$ cat src/hw/rtl/hnml_pkg.sv
// Shared types, character codes and method-word tables for the HTTP line
// normalizer and method lexer. No dependencies; every other file imports it.

package hnml_pkg;

  // Operation codes of an input beat.
  localparam logic [1:0] OP_BYTE   = 2'd0;
  localparam logic [1:0] OP_EOI    = 2'd1;
  localparam logic [1:0] OP_FINISH = 2'd2;
  localparam logic [1:0] OP_NONE   = 2'd3;

  // Token kinds of a result beat.
  localparam logic [1:0] TK_CHAR   = 2'd0;
  localparam logic [1:0] TK_METHOD = 2'd1;
  localparam logic [1:0] TK_END    = 2'd2;

  // Method codes.
  localparam logic [2:0] M_HEAD    = 3'd0;
  localparam logic [2:0] M_GET     = 3'd1;
  localparam logic [2:0] M_PUT     = 3'd2;
  localparam logic [2:0] M_POST    = 3'd3;
  localparam logic [2:0] M_DELETE  = 3'd4;
  localparam logic [2:0] M_OPTIONS = 3'd5;
  localparam logic [2:0] M_CONNECT = 3'd6;
  localparam logic [2:0] M_TRACE   = 3'd7;

  // Special characters.
  localparam logic [7:0] CH_CR  = 8'h0D;
  localparam logic [7:0] CH_LF  = 8'h0A;
  localparam logic [7:0] CH_TAB = 8'h09;
  localparam logic [7:0] CH_SP  = 8'h20;

  // Result slots per input beat; one beat causes at most two results.
  localparam int MaxRes = 3;

  typedef enum logic [2:0] {
    ST_START    = 3'd0,
    ST_METHOD   = 3'd1,
    ST_URL      = 3'd2,
    ST_RESPONSE = 3'd3,
    ST_FINISHED = 3'd4,
    ST_ERROR    = 3'd5
  } pstate_t;

  typedef struct packed {
    logic [1:0] token_kind;
    logic [7:0] char_value;
    logic [2:0] method_code;
    logic [2:0] lex_state;
    logic       last_of_run;
  } result_t;

  // Lexer state that a single character can change.
  typedef struct packed {
    pstate_t    ps;
    logic [2:0] sel;
    logic [2:0] pos;
  } lex_t;

  typedef struct packed {
    lex_t    st;
    logic    emit;
    result_t r;
  } lex_out_t;

  // Lower-case letter of a method word at a position; zero past its end.
  function automatic logic [7:0] word_char(input logic [2:0] sel, input logic [2:0] pos);
    logic [63:0] w;
    case (sel)
      M_HEAD:    w = {"head", 32'h0};
      M_GET:     w = {"get", 40'h0};
      M_PUT:     w = {"put", 40'h0};
      M_POST:    w = {"post", 32'h0};
      M_DELETE:  w = {"delete", 16'h0};
      M_OPTIONS: w = {"options", 8'h0};
      M_CONNECT: w = {"connect", 8'h0};
      default:   w = {"trace", 24'h0};
    endcase
    return w[8*(7-int'(pos)) +: 8];
  endfunction

  function automatic logic [2:0] word_len(input logic [2:0] sel);
    logic [2:0] l;
    case (sel)
      M_HEAD:    l = 3'd4;
      M_GET:     l = 3'd3;
      M_PUT:     l = 3'd3;
      M_POST:    l = 3'd4;
      M_DELETE:  l = 3'd6;
      M_OPTIONS: l = 3'd7;
      M_CONNECT: l = 3'd7;
      default:   l = 3'd5;
    endcase
    return l;
  endfunction

  // First method whose word opens with this letter; bit 3 flags a hit.
  function automatic logic [3:0] first_sel(input logic [7:0] lc);
    logic [3:0] f;
    case (lc)
      "h":     f = {1'b1, M_HEAD};
      "g":     f = {1'b1, M_GET};
      "p":     f = {1'b1, M_PUT};
      "d":     f = {1'b1, M_DELETE};
      "o":     f = {1'b1, M_OPTIONS};
      "c":     f = {1'b1, M_CONNECT};
      "t":     f = {1'b1, M_TRACE};
      default: f = 4'h0;
    endcase
    return f;
  endfunction

  function automatic result_t mk_result(input logic [1:0] kind, input logic [7:0] ch,
                                        input logic [2:0] code, input pstate_t ps);
    result_t r;
    r.token_kind  = kind;
    r.char_value  = ch;
    r.method_code = code;
    r.lex_state   = ps;
    r.last_of_run = 1'b0;
    return r;
  endfunction

  // Lex one normalized character.
  function automatic lex_out_t lex_char(input lex_t s, input logic [7:0] c,
                                        input logic has_peek, input logic [7:0] peek);
    lex_out_t   o;
    logic [7:0] lc;
    logic [7:0] pl;
    logic [3:0] f;
    logic [2:0] len;
    logic [2:0] pos1;
    lc   = c | 8'h20;
    pl   = peek | 8'h20;
    f    = first_sel(lc);
    len  = word_len(s.sel);
    pos1 = s.pos + 3'd1;
    o.st   = s;
    o.emit = 1'b0;
    o.r    = '0;
    case (s.ps)
      ST_START: begin
        if (lc == "h" && has_peek && pl == "t") begin
          o.st.ps = ST_RESPONSE;
          o.emit  = 1'b1;
          o.r     = mk_result(TK_CHAR, c, M_HEAD, ST_RESPONSE);
        end else if (f[3]) begin
          o.st.ps  = ST_METHOD;
          o.st.sel = f[2:0];
          o.st.pos = 3'd1;
        end else begin
          o.st.ps  = ST_ERROR;
          o.st.pos = 3'd0;
          o.emit   = 1'b1;
          o.r      = mk_result(TK_METHOD, 8'h0, M_HEAD, ST_ERROR);
        end
      end
      ST_METHOD: begin
        if (s.sel == M_PUT && s.pos == 3'd1) begin
          // After P only U or O can follow.
          if (lc == "u") begin
            o.st.pos = 3'd2;
          end else if (lc == "o") begin
            o.st.sel = M_POST;
            o.st.pos = 3'd2;
          end else begin
            o.st.ps  = ST_ERROR;
            o.st.pos = 3'd0;
            o.emit   = 1'b1;
            o.r      = mk_result(TK_METHOD, 8'h0, M_HEAD, ST_ERROR);
          end
        end else if (s.pos < len && word_char(s.sel, s.pos) == lc) begin
          if (pos1 >= len) begin
            o.st.ps  = ST_URL;
            o.st.pos = 3'd0;
            o.emit   = 1'b1;
            o.r      = mk_result(TK_METHOD, 8'h0, s.sel, ST_URL);
          end else begin
            o.st.pos = pos1;
          end
        end else begin
          o.st.ps  = ST_ERROR;
          o.st.pos = 3'd0;
          o.emit   = 1'b1;
          o.r      = mk_result(TK_METHOD, 8'h0, s.sel, ST_ERROR);
        end
      end
      default: begin
        o.emit = 1'b1;
        o.r    = mk_result(TK_CHAR, c, M_HEAD, s.ps);
      end
    endcase
    return o;
  endfunction

endpackage

$ cat src/hw/rtl/hnml_step.sv
// Normalizer and lexer state registers with the logic that handles one beat.
// Depends on hnml_pkg.

module hnml_step import hnml_pkg::*; (
  input  logic                  clk,
  input  logic                  rst,
  input  logic                  go,
  input  logic [1:0]            op,
  input  logic [7:0]            data_byte,
  output result_t [MaxRes-1:0]  res,
  output logic [1:0]            res_n
);

  pstate_t    ps;
  logic [7:0] last_emitted;
  logic [7:0] held_byte;
  logic       held_valid;
  logic       cr_pending;
  logic [2:0] method_sel;
  logic [2:0] match_pos;

  lex_t       s;
  logic [7:0] last_emitted_next;
  logic [7:0] held_byte_next;
  logic       held_valid_next;
  logic       cr_pending_next;
  lex_out_t   lx;
  logic [7:0] c;
  logic       consumed;
  logic [1:0] n;

  // Next state and results for the beat in the input register.
  always_comb begin
    s                 = '{ps: ps, sel: method_sel, pos: match_pos};
    last_emitted_next = last_emitted;
    held_byte_next    = held_byte;
    held_valid_next   = held_valid;
    cr_pending_next   = cr_pending;
    lx                = '0;
    c                 = held_byte;
    consumed          = 1'b0;
    n                 = 2'd0;
    res               = '0;
    if (go) begin
      if (ps == ST_FINISHED) begin
        if (op != OP_NONE) begin
          res[n] = mk_result(TK_END, 8'h0, M_HEAD, ST_FINISHED);
          n      = n + 2'd1;
        end
      end else begin
        case (op)
          OP_FINISH: begin
            s.ps            = ST_FINISHED;
            s.pos           = 3'd0;
            held_valid_next = 1'b0;
            cr_pending_next = 1'b0;
            res[n]          = mk_result(TK_END, 8'h0, M_HEAD, ST_FINISHED);
            n               = n + 2'd1;
          end
          OP_EOI: begin
            // Flush the held byte without lookahead.
            if (held_valid) begin
              c                 = cr_pending ? CH_LF : held_byte;
              held_valid_next   = 1'b0;
              cr_pending_next   = 1'b0;
              last_emitted_next = c;
              lx                = lex_char(s, c, 1'b0, 8'h0);
              s                 = lx.st;
              if (lx.emit) begin
                res[n] = lx.r;
                n      = n + 2'd1;
              end
            end
            // An open method word ends as an error.
            if (s.ps == ST_METHOD) begin
              res[n] = mk_result(TK_METHOD, 8'h0,
                                 (s.sel == M_PUT && s.pos == 3'd1) ? M_HEAD : s.sel,
                                 ST_ERROR);
              n      = n + 2'd1;
              s.pos  = 3'd0;
            end
            s.ps   = ST_ERROR;
            res[n] = mk_result(TK_END, 8'h0, M_HEAD, ST_ERROR);
            n      = n + 2'd1;
          end
          OP_BYTE: begin
            if (!held_valid) begin
              held_byte_next  = data_byte;
              held_valid_next = 1'b1;
              cr_pending_next = (data_byte == CH_CR);
            end else if (cr_pending && data_byte == CH_LF) begin
              // CR LF collapses into one LF that is still held.
              held_byte_next  = CH_LF;
              cr_pending_next = 1'b0;
            end else begin
              c        = cr_pending ? CH_LF : held_byte;
              consumed = (c == CH_LF) && (last_emitted != CH_LF) &&
                         (data_byte inside {CH_SP, CH_TAB});
              if (consumed) begin
                c = CH_SP;
              end
              last_emitted_next = c;
              if (consumed) begin
                held_valid_next = 1'b0;
                cr_pending_next = 1'b0;
                held_byte_next  = 8'h0;
              end else begin
                held_byte_next  = data_byte;
                cr_pending_next = (data_byte == CH_CR);
              end
              lx = lex_char(s, c, !consumed, data_byte);
              s  = lx.st;
              if (lx.emit) begin
                res[n] = lx.r;
                n      = n + 2'd1;
              end
            end
          end
          default: begin
            n = 2'd0;
          end
        endcase
      end
      if (n != 2'd0) begin
        res[n - 2'd1].last_of_run = 1'b1;
      end
    end
    res_n = n;
  end

  // State registers.
  always_ff @(posedge clk) begin
    if (rst) begin
      ps           <= ST_START;
      last_emitted <= 8'h0;
      held_byte    <= 8'h0;
      held_valid   <= 1'b0;
      cr_pending   <= 1'b0;
      method_sel   <= 3'd0;
      match_pos    <= 3'd0;
    end else if (go) begin
      ps           <= s.ps;
      last_emitted <= last_emitted_next;
      held_byte    <= held_byte_next;
      held_valid   <= held_valid_next;
      cr_pending   <= cr_pending_next;
      method_sel   <= s.sel;
      match_pos    <= s.pos;
    end
  end

endmodule

$ cat src/hw/rtl/hnml_out_fifo.sv
// Four-entry result queue that takes up to three results a cycle and
// delivers one beat a cycle while out_stall is low. Depends on hnml_pkg.

module hnml_out_fifo import hnml_pkg::*; (
  input  logic                  clk,
  input  logic                  rst,
  input  result_t [MaxRes-1:0]  push_data,
  input  logic [1:0]            push_n,
  output logic                  space_ok,
  output logic                  out_valid,
  input  logic                  out_stall,
  output result_t               head
);

  result_t    mem [4];
  logic [1:0] wr_ptr;
  logic [1:0] rd_ptr;
  logic [2:0] count;
  logic       pop;

  // Room for a full burst is checked against the count alone.
  assign space_ok  = (count <= 3'd1);
  assign out_valid = (count != 3'd0);
  assign pop       = out_valid && !out_stall;
  assign head      = mem[rd_ptr];

  // Entry writes.
  always_ff @(posedge clk) begin
    for (int i = 0; i < MaxRes; i++) begin
      if (2'(i) < push_n) begin
        mem[wr_ptr + 2'(i)] <= push_data[i];
      end
    end
  end

  // Pointers and fill count.
  always_ff @(posedge clk) begin
    if (rst) begin
      wr_ptr <= 2'd0;
      rd_ptr <= 2'd0;
      count  <= 3'd0;
    end else begin
      wr_ptr <= wr_ptr + push_n;
      rd_ptr <= rd_ptr + {1'b0, pop};
      count  <= count + {1'b0, push_n} - {2'b0, pop};
    end
  end

endmodule

$ cat src/hw/rtl/http_line_normalizer_method_lexer_core.sv
// Top level of the HTTP line normalizer and method lexer.
// Depends on hnml_pkg, hnml_step and hnml_out_fifo.
//
//   Channel | Handshake          | Payload
//   --------+--------------------+------------------------------------------
//   input   | in_valid, in_stall | op, data_byte
//   output  | out_valid, out_stall | token_kind, char_value, method_code,
//           |                    | lex_state, last_of_run
//
// An accepted beat is held in the input register and handled there; its
// results (zero to two) are registered in the result queue and then shown at
// the output. One beat per cycle is sustained while each beat yields at most
// one result and out_stall is low; the output delivers one result beat per
// cycle while out_stall is low. Reset clears the lexer state and empties both
// stages. A stalled output lets results collect in the queue; once two or
// more wait, the input register holds its beat and raises in_stall.

module http_line_normalizer_method_lexer_core import hnml_pkg::*; (
  input  logic       clk,
  input  logic       rst,
  input  logic       in_valid,
  output logic       in_stall,
  input  logic [1:0] op,
  input  logic [7:0] data_byte,
  output logic       out_valid,
  input  logic       out_stall,
  output logic [1:0] token_kind,
  output logic [7:0] char_value,
  output logic [2:0] method_code,
  output logic [2:0] lex_state,
  output logic       last_of_run
);

  logic                 ir_valid;
  logic [1:0]           ir_op;
  logic [7:0]           ir_byte;
  logic                 space_ok;
  logic                 go;
  result_t [MaxRes-1:0] res;
  logic [1:0]           res_n;
  result_t              head;

  assign go       = ir_valid && space_ok;
  assign in_stall = ir_valid && !space_ok;

  // Input register.
  always_ff @(posedge clk) begin
    if (rst) begin
      ir_valid <= 1'b0;
    end else if (!in_stall) begin
      ir_valid <= in_valid;
    end
  end

  always_ff @(posedge clk) begin
    if (in_valid && !in_stall) begin
      ir_op   <= op;
      ir_byte <= data_byte;
    end
  end

  hnml_step u_step (
    .clk       (clk),
    .rst       (rst),
    .go        (go),
    .op        (ir_op),
    .data_byte (ir_byte),
    .res       (res),
    .res_n     (res_n)
  );

  hnml_out_fifo u_fifo (
    .clk       (clk),
    .rst       (rst),
    .push_data (res),
    .push_n    (res_n),
    .space_ok  (space_ok),
    .out_valid (out_valid),
    .out_stall (out_stall),
    .head      (head)
  );

  // Result fields of the head beat.
  assign token_kind  = head.token_kind;
  assign char_value  = head.char_value;
  assign method_code = head.method_code;
  assign lex_state   = head.lex_state;
  assign last_of_run = head.last_of_run;

endmodule

$ cat config.mk
export PLATFORM = sky130hd
export DESIGN_NAME = http_line_normalizer_method_lexer_core
export DESIGN_NICKNAME = d
export VERILOG_FILES = /design/src/hw/rtl/hnml_pkg.sv /design/src/hw/rtl/hnml_step.sv /design/src/hw/rtl/hnml_out_fifo.sv /design/src/hw/rtl/http_line_normalizer_method_lexer_core.sv
export SDC_FILE = /design/constraint.sdc
export NUM_CORES = 1
export LEC_CHECK = 0
export BUFFER_PORTS_ARGS = -buffer_cell sky130_fd_sc_hd__buf_2
export CORE_MARGIN = 1
export CORE_UTILIZATION = 60
export DETAILED_ROUTE_END_ITERATION = 12
export GPL_TIMING_DRIVEN = 0
export PLACE_DENSITY = 0.78
export SKIP_LAST_GASP = 1
export SYNTH_ARGS = -nofsm -noshare
export SYNTH_HDL_FRONTEND = slang
export SYNTH_SLANG_ARGS = --single-unit
export TNS_END_PERCENT = 20
$ cat constraint.sdc
create_clock -name clk -period 7.6 [get_ports clk]
set_input_delay 1.52 -clock clk [delete_from_list [all_inputs] [get_ports clk]]
set_output_delay 1.52 -clock clk [all_outputs]
set_load 0.05 [all_outputs]
After elaboration in Yosys (flattened, before gate mapping) --
Memories as Yosys holds them, arrays and structs flattened. A register that Yosys moved wholly into a read port is not among the register bits. Cells that the tools add are included.
Cells by class: $add $sub $neg 11, order comparisons 14, equal/unequal tests 52, shift-type cells 2, mux-type cells 177, bitwise logic cells 4, reductions and logical operators 41
Operators with widths (number):
- $mux W64 | 11
- $pmux W61 S7 | 1
- $mux W18 | 18
- $mux W51 | 6
- $mux W17 | 14
- $shiftx A64 B32 Y8 | 2
- $eq A7 B6 Y1 const B | 17
- $mux W8 | 13
- $bwmux W51 | 2
- $demux W17 S2 | 3
- $mux W34 | 3
- $mux W3 | 30
- $mux W21 | 4
- $pmux W18 S2 | 2
- $pmux W4 S7 | 2
- $mux W9 | 6
- $pmux W17 S3 | 1
- $and A42 B42 Y42 | 1
- $not A42 Y42 | 1
- $mux W2 | 18
- $mux W4 | 9
- $pmux W9 S2 | 2
- $eq A8 B4 Y1 const B | 4
- $mux W1 | 21
- other kinds (54) | 110
Storage, ports and cells: flip-flop bits (word level) 45, RAM bits 68, bits of input ports 14, logic and storage cells 315, memories kept 1
Memory list:
- u_fifo.mem | depth 4, bits a word 17, read ports 1, clocked after Yosys merged registers in 1, wr ports 2, RTL line hnml_out_fifo.sv:15 | result_t mem [4];

Logic depth before layout (Yosys ltp) --
depth in word-level cells 41, gate-level depth with buffers 26

Hierarchy --
A second synthesis with hierarchy kept.
Unflattened totals: cell total of the unflattened synthesis 981, area total of the unflattened synthesis 8240.4 µm²
By module, submodules not included:
- hnml_out_fifo | times used 1, cells each 450, area each 4380.5 µm², sequential area each 2182.1 µm²
- hnml_step | times used 1, cells each 516, area each 3503.4 µm², sequential area each 540.5 µm²
- http_line_normalizer_method_lexer_core | times used 1, cells each 15, area each 356.6 µm², sequential area each 320.3 µm²

Worst setup path after synthesis --
Ideal clock, no wire load.
path kind register -> register, start point reg u_step.method_sel[0], end point mem u_fifo.mem[3][0] (netlist bit) (enable), library setup time 0.418 ns, arrival time 4.967 ns, required time 7.182 ns, setup slack 2.216 ns, stages on the path, launching flop included 20, buffers on the path 4, period minus slack after synthesis 5.384 ns, cell sequence dfxtp_1 buf_6 buf_4 buf_4 nor2_1 mux2_2 ha_1 nor2b_1 o21ai_0 o2111ai_1 and4b_1 nand4_1 or2_2 and2_1 ha_1 a22oi_1 nor2_1 a311o_1 clkbuf_1 o31ai_1
RTL lines:
- from (decl) | RTL line hnml_step.sv:19 | logic [2:0] method_sel;
- from (signal assigned) | RTL line hnml_step.sv:147 | method_sel <= s.sel;
- to (decl) | RTL line hnml_out_fifo.sv:15

==> results.ini <==
[timing]
worst_clock_skew_ns=0.0119
slew_headroom_pct=20.0
post-route-period-util_pct=80.3
hold_violations=0
max_freq_mhz=164
worst_slew_pin_tran_ns=1.19
number_of_setup_violations_in_the_final_report=0
totalNegativeSetupSlack_ns=0
unrepaired_setup_endpoints_after_global_routing=no
slew_viol_final=0
finalCriticalPeriod_ns=6.10

[die]
row_count=38
chipHeight_um=109
floorplan.die_area_sq_um=12000
boundaryPins=33
initial_utilization_pct=62.7
die_width_um=109
placeable_core_region_sq_um=11000

[cts]
cts_inserted_buffers=17
cts-htree-levels=4
tritoncts=built
path_clk_slew_ns=0.06
cts_hold_buf=0
post_cts_repair_resize_count=0
cts_root_buf=sky130_fd_sc_hd__clkbuf_16
clk_latency_ns=0.43
maximum_number_of_buffers_from_clock_root_to_sink=2
cts_setup_buffers=0
cts_sinks=113

[synth]
post_synth_main_area_contributors=sky130_fd_sc_hd__edfxtp_1, sky130_fd_sc_hd__dfxtp_1, sky130_fd_sc_hd__nor2_1, sky130_fd_sc_hd__mux4_2, sky130_fd_sc_hd__a21oi_1
synth_seq_area_share_pct=44.0
synthDominantAreaCellType=sky130_fd_sc_hd__edfxtp_1
synth-warning-count=0
synthesis.nets=762
synth_edf_count=78
synth_top_area_share_pct=33.9
synth_cell_type_count=84
synth_area_per_cell_sq_um=9.45
synthFlopType=sky130_fd_sc_hd__edfxtp_1
synth_area_sq_um=6910
gate_count_after_technology_mapping=732
ys_async_sr_fraction_pct=0
synth_seq_cells=113

[routing]
drc=0
routed-via-count=6325
route.detailed.wl_per_inst_um=21.1
routed_wirelength_um=19800
drt_iter0_markers=718
first_pass_iters=6
avgViaCountPerCell=6.74
route.antenna.remaining_nets=0

[cells_and_area]
antenna_diode_instance_count=0
postLayoutCellArea_sq_um=7840
multi_input_area_sq_um=3610
synth_to_final_area_change_pct=13.4
ff_latch_area_sq_um=3040
layout-drive-gt1-share_pct=15.2
nets=815
layout.filler_cells=822

[setup_path]
worst-path-max-fanout=10
critPathArrivalTime_ns=6.25
timing.critical_path.from_type=register
setup.worst_path.end_class=register
worstPathCellList=clkbuf_1 > nor2_1 > mux2_2 > ha_1 > a21boi_0 > o21ai_0 > nor2b_1 > and2_1 > nand4_1 > or2_2 > nand2_1 > inv_1 > ha_1 > nor3_2 > inv_2 > nor3_1 > or3_1 > nand2b_1 > nor2_1
worst_path_max_delay_cell=sky130_fd_sc_hd__nor3_1
required_ns=7.75
critical_path.max_stage_delay_ns=0.95
crit_type=register to register

[min_path]
hp-class=register to register

[pwr]
leakage_nw=2.71
cellPowerDensity_nw_per_um2=266
worst_ir_drop_vdd_uv=302

[placement]
hpwlAfterDp_um=14300
count_of_input_and_output_buffers=31
postPlaceCellArea_sq_um=7310
gp_congestion=0.971

[status]
outcome=finished, final reports clean

[global_route]
maximum_number_of_pins_on_one_net_before_global_route_repair=18
wire_length_of_the_first_global_routing_pass_um=30900
global_route.overflow_total=0
grt_pass1_vias=6008
globalRouteTotalUtil_pct=35.1
initial_antenna_violation_count=0

[run]
maximum_capacitance_violations=0

-- state kept, by name, summed over array words and instances (netlist names) --
register,flops
ir_byte,8
ir_valid,1
u_step.last_emitted,8
u_fifo.mem,68
u_step.held_valid,1
u_step.held_byte,8
u_step.ps,3
u_step.cr_pending,1
u_fifo.wr_ptr,2
u_step.match_pos,3
ir_op,2
u_fifo.count,3
u_step.method_sel,3
u_fifo.rd_ptr,2
-- metrics by stage --
stage / hold WS, ns / setup slack (ns) / instances / util (%) / power (mW)
2_1_floorplan: 0.447 / 2.22 / 732 / - / 1.22
3_3_place_gp: 0.464 / 0.817 / 903 / 65.7 / 1.35
3_5_place_dp: 0.480 / 1.64 / 906 / 66.3 / 1.37
4_1_cts: 0.493 / 1.62 / 938 / 71.1 / 2.08
5_1_grt: 0.530 / 1.12 / 938 / 71.1 / 2.17
6_report: 0.493 / 1.50 / 938 / 71.1 / 2.09
-- synthesized netlist by cell type (all sizes together) (11+ instances only) --
cell type,number
nand2b,12
ha,15
dfxtp,35
o21ai,24
mux2i,11
clkbuf,27
nor2,119
inv,23
nand2,57
nand3,29
edfxtp,78
mux4,17
buf,15
nor2b,20
a21oi,66
nor3,17
-- power by group --
part | internal [mW] | total (mW) | switching (mW)
clock network | 0.422 | 0.716 | 0.294
registers | 0.703 | 0.733 | 0.0301
logic | 0.212 | 0.638 | 0.426
-- placed cells by master (no fill, tap or decap), types with 6 or more instances in the layout --
cell                        count
sky130_fd_sc_hd__o21ai_0       16
sky130_fd_sc_hd__a211oi_1       8
sky130_fd_sc_hd__nor2b_1       20
sky130_fd_sc_hd__and2_1         8
sky130_fd_sc_hd__buf_4          7
sky130_fd_sc_hd__nor3_1        16
sky130_fd_sc_hd__a31oi_1        7
sky130_fd_sc_hd__clkbuf_1      28
sky130_fd_sc_hd__nand3_1       29
sky130_fd_sc_hd__inv_1         21
sky130_fd_sc_hd__nand2b_1      12
sky130_fd_sc_hd__a21oi_1       65
sky130_fd_sc_hd__mux4_2        17
sky130_fd_sc_hd__o211ai_1       9
sky130_fd_sc_hd__mux2i_1       11
sky130_fd_sc_hd__nor2_1       119
sky130_fd_sc_hd__nand2_1       57
sky130_fd_sc_hd__ha_1          15
sky130_fd_sc_hd__a22oi_1        6
sky130_fd_sc_hd__or3_1          7
sky130_fd_sc_hd__dfxtp_1       35
sky130_fd_sc_hd__edfxtp_1      78
sky130_fd_sc_hd__nand4_1        7
sky130_fd_sc_hd__xnor2_1        7
sky130_fd_sc_hd__buf_2         35
sky130_fd_sc_hd__clkbuf_16     17
sky130_fd_sc_hd__nor3b_1        8
-- per-layer routing --
layer  share of wire, %  global-route usage [%]
met5                  0                       0
met4                3.1                    17.0
met3                8.6                    8.42
met2                 48                    56.7
met1                 40                    44.3
-- worst max-delay path: cells and delay by family (launching register included) --
kind,cells,cell delay [ns]
adder cells (fa/ha/maj),2,0.60
flip-flops,1,0.46
AND/OR/NAND/NOR,11,3.37
buffers and inverters,3,0.75
AO/OA/AOI/OAI,2,0.34
multiplexers,1,0.31
-- worst paths after layout --
path / startpoint / to / depth (start not counted) / slack, ns
max reg2reg: u_step.method_sel[2] / u_fifo.mem[1][8] / 19 / 1.50
max: u_step.method_sel[2] / u_fifo.mem[1][8] / 19 / 1.50
min: u_step.last_emitted[5] / u_step.last_emitted[5] / 2 / 0.49
min reg2reg: u_step.last_emitted[5] / u_step.last_emitted[5] / 2 / 0.49
-- layout make-up --
class / instances / area share (%)
Multi-Input combinational cell: 554 / 46.1
Sequential cell: 113 / 38.8
Clock buffer: 19 / 5.65
Timing Repair Buffer: 34 / 2.55
Buffer: 42 / 2.50
Tap cell: 140 / 2.23
Clock inverter: 13 / 1.10
Inverter: 23 / 1.10
-- logic make-up after synthesis --
group,synth area share (%)
DFF,44.0
and+or+nand+nor,22.8
buffers and inverters,4.09
adders and majority gates,3.00
AOI/OAI and AO/OA,17.2
muxes,7.62
xor gates and xnor gates,1.25
No activity file was read; power rests on OpenSTA's default activity.
